==> src/rtl/arp_pkg.sv <==
// shared types, constants and the reply byte function of the arp responder
// no dependencies
`default_nettype none

package arp_pkg;

  localparam int unsigned ReplyLen = 42;
  localparam int unsigned IdxW     = 6;

  localparam logic [IdxW-1:0] ReplyLastIdx = IdxW'(ReplyLen - 1);
  localparam logic [IdxW-1:0] FrameMinLen  = IdxW'(ReplyLen);

  localparam logic [15:0] EtherTypeArp = 16'h0806;
  localparam logic [15:0] ArpOpRequest = 16'h0001;
  localparam logic [15:0] ArpOpReply   = 16'h0002;
  localparam logic [15:0] HwTypeEth    = 16'h0001;
  localparam logic [15:0] ProtoIpv4    = 16'h0800;
  localparam logic [7:0]  HwAddrLen    = 8'h06;
  localparam logic [7:0]  ProtoAddrLen = 8'h04;

  localparam logic [47:0] OwnMacReset   = 48'h0800_27CB_802A;
  localparam logic [31:0] OwnIpReset    = 32'hC0A8_0001;
  localparam logic [31:0] ClientIpReset = 32'hC0A8_000A;

  typedef enum logic [1:0] {
    CFG_OWN_MAC   = 2'd0,
    CFG_OWN_IP    = 2'd1,
    CFG_CLIENT_IP = 2'd2
  } arp_cfg_idx_e;

  typedef struct packed {
    logic [47:0] own_mac;
    logic [31:0] own_ip;
    logic [31:0] client_ip;
  } arp_cfg_t;

  // request seen: start a reply with these addresses
  typedef struct packed {
    logic        start;
    logic [47:0] dst_mac;
    logic [47:0] tgt_mac;
  } arp_start_t;

  function automatic logic [7:0] pick48(input logic [47:0] v, input logic [2:0] k);
    logic [47:0] sh;
    sh = v >> {(3'd5 - k), 3'b000};
    return sh[7:0];
  endfunction

  function automatic logic [7:0] pick32(input logic [31:0] v, input logic [1:0] k);
    logic [31:0] sh;
    sh = v >> {(2'd3 - k), 3'b000};
    return sh[7:0];
  endfunction

  // byte i of the reply frame, wire order
  function automatic logic [7:0] reply_byte_at(
    input logic [IdxW-1:0] i,
    input logic [47:0]     dst_mac,
    input logic [47:0]     tgt_mac,
    input arp_cfg_t        cfg
  );
    logic [7:0]      b;
    logic [IdxW-1:0] k;
    b = 8'h00;
    k = '0;
    if (i < IdxW'(6)) begin
      b = pick48(dst_mac, i[2:0]);
    end else if (i < IdxW'(12)) begin
      k = i - IdxW'(6);
      b = pick48(cfg.own_mac, k[2:0]);
    end else if (i < IdxW'(22)) begin
      case (i)
        IdxW'(12): b = EtherTypeArp[15:8];
        IdxW'(13): b = EtherTypeArp[7:0];
        IdxW'(14): b = HwTypeEth[15:8];
        IdxW'(15): b = HwTypeEth[7:0];
        IdxW'(16): b = ProtoIpv4[15:8];
        IdxW'(17): b = ProtoIpv4[7:0];
        IdxW'(18): b = HwAddrLen;
        IdxW'(19): b = ProtoAddrLen;
        IdxW'(20): b = ArpOpReply[15:8];
        IdxW'(21): b = ArpOpReply[7:0];
        default:   b = 8'h00;
      endcase
    end else if (i < IdxW'(28)) begin
      k = i - IdxW'(22);
      b = pick48(cfg.own_mac, k[2:0]);
    end else if (i < IdxW'(32)) begin
      k = i - IdxW'(28);
      b = pick32(cfg.own_ip, k[1:0]);
    end else if (i < IdxW'(38)) begin
      k = i - IdxW'(32);
      b = pick48(tgt_mac, k[2:0]);
    end else begin
      k = i - IdxW'(38);
      b = pick32(cfg.client_ip, k[1:0]);
    end
    return b;
  endfunction

endpackage

`default_nettype wire

==> src/rtl/arp_cfg_regs.sv <==
// configuration register file: own mac, own ip, client ip
// depends on arp_pkg
`default_nettype none

module arp_cfg_regs (
  input  wire logic          clk_i,
  input  wire logic          rst_ni,
  input  wire logic          cfg_valid_i,
  output logic               cfg_ready_o,
  input  wire logic [1:0]    cfg_index_i,
  input  wire logic [47:0]   cfg_data_i,
  output arp_pkg::arp_cfg_t  cfg_o
);
  import arp_pkg::*;

  arp_cfg_t cfg_q;

  assign cfg_ready_o = 1'b1;
  assign cfg_o       = cfg_q;

  always_ff @(posedge clk_i or negedge rst_ni) begin
    if (!rst_ni) begin
      cfg_q.own_mac   <= OwnMacReset;
      cfg_q.own_ip    <= OwnIpReset;
      cfg_q.client_ip <= ClientIpReset;
    end else if (cfg_valid_i) begin
      case (cfg_index_i)
        CFG_OWN_MAC:   cfg_q.own_mac   <= cfg_data_i;
        CFG_OWN_IP:    cfg_q.own_ip    <= cfg_data_i[31:0];
        CFG_CLIENT_IP: cfg_q.client_ip <= cfg_data_i[31:0];
        default:       ;
      endcase
    end
  end

endmodule

`default_nettype wire

==> src/rtl/arp_frame_parser.sv <==
// receive side: byte counter, header field capture, request detection
// depends on arp_pkg
`default_nettype none

module arp_frame_parser (
  input  wire logic           clk_i,
  input  wire logic           rst_ni,
  input  wire logic           beat_i,
  input  wire logic [7:0]     frame_byte_i,
  input  wire logic           frame_last_i,
  output arp_pkg::arp_start_t start_o
);
  import arp_pkg::*;

  logic [IdxW-1:0] idx_q;
  logic [47:0]     src_mac_q;
  logic [15:0]     ether_kind_q;
  logic [15:0]     arp_op_q;
  logic [47:0]     req_mac_q;

  always_ff @(posedge clk_i or negedge rst_ni) begin
    if (!rst_ni) begin
      idx_q        <= '0;
      src_mac_q    <= '0;
      ether_kind_q <= '0;
      arp_op_q     <= '0;
      req_mac_q    <= '0;
    end else if (beat_i) begin
      if (idx_q >= IdxW'(6) && idx_q < IdxW'(12)) begin
        src_mac_q <= {src_mac_q[39:0], frame_byte_i};
      end else if (idx_q >= IdxW'(12) && idx_q < IdxW'(14)) begin
        ether_kind_q <= {ether_kind_q[7:0], frame_byte_i};
      end else if (idx_q >= IdxW'(20) && idx_q < IdxW'(22)) begin
        arp_op_q <= {arp_op_q[7:0], frame_byte_i};
      end else if (idx_q >= IdxW'(22) && idx_q < IdxW'(28)) begin
        req_mac_q <= {req_mac_q[39:0], frame_byte_i};
      end
      if (frame_last_i) begin
        idx_q <= '0;
      end else if (idx_q < FrameMinLen) begin
        idx_q <= idx_q + IdxW'(1);
      end
    end
  end

  // fields are complete long before the 42nd byte, so the held values decide
  always_comb begin
    start_o.start   = beat_i && frame_last_i && (idx_q >= ReplyLastIdx) &&
                      (ether_kind_q == EtherTypeArp) && (arp_op_q == ArpOpRequest);
    start_o.dst_mac = (req_mac_q != '0) ? req_mac_q : src_mac_q;
    start_o.tgt_mac = req_mac_q;
  end

endmodule

`default_nettype wire

==> src/rtl/arp_reply_gen.sv <==
// transmit side: reply byte sequencer with an output register
// depends on arp_pkg
`default_nettype none

module arp_reply_gen (
  input  wire logic           clk_i,
  input  wire logic           rst_ni,
  input  arp_pkg::arp_start_t start_i,
  input  arp_pkg::arp_cfg_t   cfg_i,
  output logic                busy_o,
  output logic                reply_valid_o,
  input  wire logic           reply_stall_i,
  output logic [7:0]          reply_byte_o,
  output logic                reply_last_o
);
  import arp_pkg::*;

  logic            pend_q;
  logic [IdxW-1:0] idx_q;
  logic [47:0]     dst_q;
  logic [47:0]     tgt_q;
  logic            ov_q;
  logic [7:0]      ob_q;
  logic            ol_q;
  logic            load;

  assign load          = pend_q && (!ov_q || !reply_stall_i);
  assign busy_o        = pend_q;
  assign reply_valid_o = ov_q;
  assign reply_byte_o  = ob_q;
  assign reply_last_o  = ol_q;

  always_ff @(posedge clk_i or negedge rst_ni) begin
    if (!rst_ni) begin
      pend_q <= 1'b0;
      idx_q  <= '0;
      ov_q   <= 1'b0;
    end else begin
      if (start_i.start) begin
        pend_q <= 1'b1;
        idx_q  <= '0;
      end else if (load) begin
        idx_q <= idx_q + IdxW'(1);
        if (idx_q == ReplyLastIdx) begin
          pend_q <= 1'b0;
        end
      end
      if (load) begin
        ov_q <= 1'b1;
      end else if (!reply_stall_i) begin
        ov_q <= 1'b0;
      end
    end
  end

  always_ff @(posedge clk_i) begin
    if (start_i.start) begin
      dst_q <= start_i.dst_mac;
      tgt_q <= start_i.tgt_mac;
    end
    if (load) begin
      ob_q <= reply_byte_at(idx_q, dst_q, tgt_q, cfg_i);
      ol_q <= (idx_q == ReplyLastIdx);
    end
  end

endmodule

`default_nettype wire

==> src/rtl/arp_request_responder.sv <==
// top level of the arp request responder
// depends on arp_pkg, arp_cfg_regs, arp_frame_parser, arp_reply_gen
`default_nettype none

// Answers ARP requests seen in a received Ethernet frame. Frame bytes come in
// one beat per cycle on the frame channel with a last flag; the block keeps the
// source MAC, EtherType, opcode and sender MAC as they pass. On the last beat of
// a frame of at least 42 bytes carrying an ARP request it sends a 42-byte ARP
// reply on the reply channel, one byte per beat, reply_last_o on the final one.
// The reply goes to the request's sender MAC, or to the frame's source MAC when
// the sender MAC is zero, and carries own_mac, own_ip and client_ip from the
// config port. Rate: frame beats are taken back to back except as below, and
// a reply streams out at one byte per cycle unless the sink stalls. The reply
// sequencer holds one reply at a time, so the last beat of a frame is stalled
// while an earlier reply still has bytes left to load; all other beats pass
// without stall. The output register lets the next frame stream in while reply
// bytes wait for the sink. Config writes are never held off (ready is always
// high) and must only happen while no reply is in flight.

module arp_request_responder (
  input  wire logic        clk_i,
  input  wire logic        rst_ni,
  // received frame
  input  wire logic        frame_valid_i,
  output logic             frame_stall_o,
  input  wire logic [7:0]  frame_byte_i,
  input  wire logic        frame_last_i,
  // reply frame
  output logic             reply_valid_o,
  input  wire logic        reply_stall_i,
  output logic [7:0]       reply_byte_o,
  output logic             reply_last_o,
  // config writes
  input  wire logic        cfg_valid_i,
  output logic             cfg_ready_o,
  input  wire logic [1:0]  cfg_index_i,
  input  wire logic [47:0] cfg_data_i
);
  import arp_pkg::*;

  arp_cfg_t   cfg;
  arp_start_t start;
  logic       gen_busy;
  logic       frame_beat;

  // only a closing beat can start a reply, so only that one waits
  assign frame_stall_o = gen_busy && frame_last_i;
  assign frame_beat    = frame_valid_i && !frame_stall_o;

  arp_cfg_regs u_cfg (
    .clk_i       (clk_i),
    .rst_ni      (rst_ni),
    .cfg_valid_i (cfg_valid_i),
    .cfg_ready_o (cfg_ready_o),
    .cfg_index_i (cfg_index_i),
    .cfg_data_i  (cfg_data_i),
    .cfg_o       (cfg)
  );

  arp_frame_parser u_parser (
    .clk_i        (clk_i),
    .rst_ni       (rst_ni),
    .beat_i       (frame_beat),
    .frame_byte_i (frame_byte_i),
    .frame_last_i (frame_last_i),
    .start_o      (start)
  );

  arp_reply_gen u_gen (
    .clk_i         (clk_i),
    .rst_ni        (rst_ni),
    .start_i       (start),
    .cfg_i         (cfg),
    .busy_o        (gen_busy),
    .reply_valid_o (reply_valid_o),
    .reply_stall_i (reply_stall_i),
    .reply_byte_o  (reply_byte_o),
    .reply_last_o  (reply_last_o)
  );

endmodule

`default_nettype wire

==> config.mk <==
export PLATFORM = sky130hd
export DESIGN_NAME = arp_request_responder
export DESIGN_NICKNAME = d
export VERILOG_FILES = /design/src/rtl/arp_pkg.sv /design/src/rtl/arp_cfg_regs.sv /design/src/rtl/arp_frame_parser.sv /design/src/rtl/arp_reply_gen.sv /design/src/rtl/arp_request_responder.sv
export SDC_FILE = /design/constraint.sdc
export NUM_CORES = 1
export LEC_CHECK = 0
export ABC_AREA = 0
export BUFFER_PORTS_ARGS = -buffer_cell sky130_fd_sc_hd__buf_2
export CORE_ASPECT_RATIO = 0.75
export CORE_MARGIN = 1.5
export CORE_UTILIZATION = 60
export DETAILED_ROUTE_END_ITERATION = 8
export PLACE_DENSITY = 0.89
export SLEW_MARGIN = 20
export SYNTH_ARGS = -nofsm -noshare
export SYNTH_HDL_FRONTEND = slang
export SYNTH_HIERARCHICAL = 1
export SYNTH_SLANG_ARGS = --single-unit
==> constraint.sdc <==
create_clock -name clk_i -period 14.2 [get_ports clk_i]
set_input_delay 1.42 -clock clk_i [delete_from_list [all_inputs] [get_ports clk_i]]
set_output_delay 1.42 -clock clk_i [all_outputs]
set_load 0.02 [all_outputs]
==> reports/qor.yml <==
run_status:
  status: "finished clean"
worst_setup_path:
  rr_startpoint: "u_gen/idx_q[1]"
  critical_path.max_fanout: 74
  r2r-end: "u_gen/reply_byte_o[2]"
  endpoint: "u_gen/dst_q[7]"
  r2r_slack_ns: 10.65
  worstPathArrival_ns: 3.95
  startpoint: "frame_last_i"
  worstRegToRegCells: 5
  startpoint_type: "input port"
  critPathKind: "input port to flip-flop"
  end_kind: "flip-flop"
  required_ns: 14.33
clock_network:
  cts_resized: 0
  numCtsBuffers: 35
  cts_tree: "done"
  htreeDepth: 2
  clk_pin_slew_ns: 0.06
  clk_latency_ns: 0.52
  cts_root_buf: "clkbuf_16"
  cts_buffer_depth: 3
  postCtsSetupRepairBufs: 0
  clkSinkCount: 359
  ctsHoldBuffers: 0
min_path:
  hold_depth: 1
  worstHoldPathType: "flip-flop to flip-flop"
power:
  power.density_mw_per_mm2: 131
  seqPwrFrac_pct: 52.7
  p_sw_share_pct: 22.2
  p_leak_nw: 7.90
  ir_drop_v: 0.0000716
  comb_power_share_pct: 7.3
  internal-power_mw: 1.76
  power_frac_clock_pct: 40.1
  netSwitchingPower_mw: 0.502
final_layout:
  final_nets: 1170
  syn_to_final_growth_pct: 10.7
  final_common_cell: "dfrtp_1"
  final_area_mm2: 0.0174
  fill_cells: 1674
  diodes: 0
  mostFrequentLayoutCells: "dfrtp_1 (225), mux2_2 (201), edfxtp_1 (105)"
  final_layout_size_suffix_gt1_share_pct: 35.6
place:
  placed_area_mm2: 0.0162
  dp_hpwl_um: 21300
  gp_congestion: 0.869
  io_buffers: 74
global_route:
  antenna_found_initial: 0
  grt_max_degree: 89
  grt_pass1_wl_um: 53100
  grt_overflow_total: 0
  grt_pass1_vias: 9458
  grt.total_usage_pct: 25.5
sta:
  slew_violations: 0
  tns_ns: 0
  finalSetupViolCount: 0
  hold_viol: 0
  max_freq_mhz: 262
  rsz0062_at_grt: "no"
  fin_worst_skew_ns: 0.0189
  finalWorstPathRequiredPeriod_ns: 3.81
  max_slew_margin_pct: 25.4
  tightest_slew_ns: 1.12
  post-route-period-util_pct: 26.8
floorplan:
  die_y_um: 143
  fp.dieW_um: 190
  start_util_pct: 60.8
  io_pins: 76
  rows: 51
  dieArea_mm2: 0.0271
  fp.coreArea_mm2: 0.0258
synthesis:
  synth_top_area_share_pct: 36.3
  syn_area_mm2: 0.0157
  yosys_warnings: 6
  syn_avg_cell_area_um2: 15.2
  seq_area_frac_synth_pct: 60.9
  synth_top_cells_by_area: "dfrtp_1 (36%), edfxtp_1 (20%), mux2_2 (14%)"
  synth_edf_count: 105
  synth_nets: 1108
  synthArstFlopShare_pct: 70.8
  synth_ff_type: "dfrtp_1"
  ys_ff_latch: 359
  synthCells: 1032
  yosysTopAreaCell: "dfrtp_1"
  ys_types: 67
routing:
  drc: 0
  vias_per_cell: 6.36
  wl_per_cell_um: 22.8
  vias: 9316
  drt-total-wl_um: 33400
  dr.pass1.iters: 5
  postRouteAntennaNets: 0
  drt_iter0_markers: 1007
run:
  maxCapViolations: 0
## final cells by class
cell class | count | area [µm²] | area share, %
Clock inverter | 14 | 128 | 0.736
Tap cell | 344 | 430 | 2.48
Timing Repair Buffer | 84 | 463 | 2.67
Inverter | 10 | 37.5 | 0.216
Clock buffer | 50 | 993 | 5.73
Multi-Input combinational cell | 604 | 5750 | 33.1
Sequential cell | 359 | 9550 | 55.0
## cell usage after synthesis, types with 4 or more instances
cell and number:
dfrtp_1 227, buf_2 30, o21ai_0 16, o22a_1 4, clkbuf_1 9, dfstp_2 27
mux4_2 25, nor2_1 24, mux2_2 201, o221ai_1 4, a31oi_1 4, buf_4 7
mux2_1 42, a21o_1 51, nand4_1 8, inv_1 8, nand2b_1 9, nand3_1 7
nor3_1 6, nor4_1 17, o21ai_1 6, a21oi_1 19, ha_1 12, mux2i_1 51
buf_6 12, nand2_1 21, edfxtp_1 105, o22ai_1 14
## kinds of logic (layout without fill, tap and decap cells)
family | count (synthesis) | after routing | synth area share, %
other | 1 | 1 | 0.0239
muxes | 319 | 319 | 24.3
and+or+nand+nor | 116 | 116 | 4.02
xor gates and xnor gates | 6 | 6 | 0.335
DFF | 359 | 359 | 60.9
AOI/OAI and AO/OA | 150 | 150 | 6.81
adders and majority gates | 12 | 12 | 0.958
buffers and inverters | 69 | 158 | 2.63
## registers in the layout (all words and copies together) (netlist names)
name                   cells
u_parser/src_mac_q        48
u_parser/idx_q             6
u_gen/tgt_q               48
u_gen/reply_valid_o        1
u_gen/idx_q                6
u_parser/arp_op_q         16
u_gen/dst_q               48
u_parser/req_mac_q        48
u_gen/reply_byte_o         8
u_gen/busy_o               1
u_cfg/cfg_o              112
u_parser/ether_kind_q     16
u_gen/reply_last_o         1
## metal layers
metal,vias to the layer above,track usage (%),part of all wire [%]
met5,-,0,0
met4,0,7.98,2.3
met3,65,4.99,7.8
met2,425,38.8,46
met1,4797,37.3,44
li1,4029,-,-
## metrics by stage
stage	utilization [%]	setup WS (ns)	cells	hold WS, ns	power [mW]
6_report	67.3	10.39	1465	0.480	2.27
3_5_place_dp	62.9	9.88	1401	0.472	1.37
2_1_floorplan	-	1.86	1032	0.452	1.30
5_1_grt	67.3	10.18	1465	0.497	2.35
3_3_place_gp	62.9	9.99	1401	0.467	1.36
4_1_cts	67.2	10.42	1465	0.487	2.28
## critical path: stages
cell      delay [ns]
buf_2           0.15
a21boi_1        0.47
nand2_1         0.20
nor3_1          0.18
nand2_1         0.09
nor4_2          0.17
buf_4           0.39
buf_4           0.81
## worst min-delay path by stage
stage / start / to
2_1_floorplan: u_cfg/cfg_o[97] / u_cfg/cfg_o[97]
3_3_place_gp: u_cfg/cfg_o[92] / u_cfg/cfg_o[92]
3_5_place_dp: u_cfg/cfg_o[97] / u_cfg/cfg_o[97]
4_1_cts: u_cfg/cfg_o[104] / u_cfg/cfg_o[104]
5_1_grt: u_cfg/cfg_o[97] / u_cfg/cfg_o[97]
6_report: u_cfg/cfg_o[91] / u_cfg/cfg_o[91]
## power by group through the flow
stage | clock network [mW] | logic [mW] | registers [mW]
after floorplan | 0 | 0.110 | 1.19
after global placement | 0 | 0.154 | 1.21
after detailed placement | 0 | 0.161 | 1.21
after CTS | 0.922 | 0.165 | 1.19
after global routing | 0.965 | 0.179 | 1.20
final | 0.908 | 0.165 | 1.19
Power figures use the tool's default switching activity.
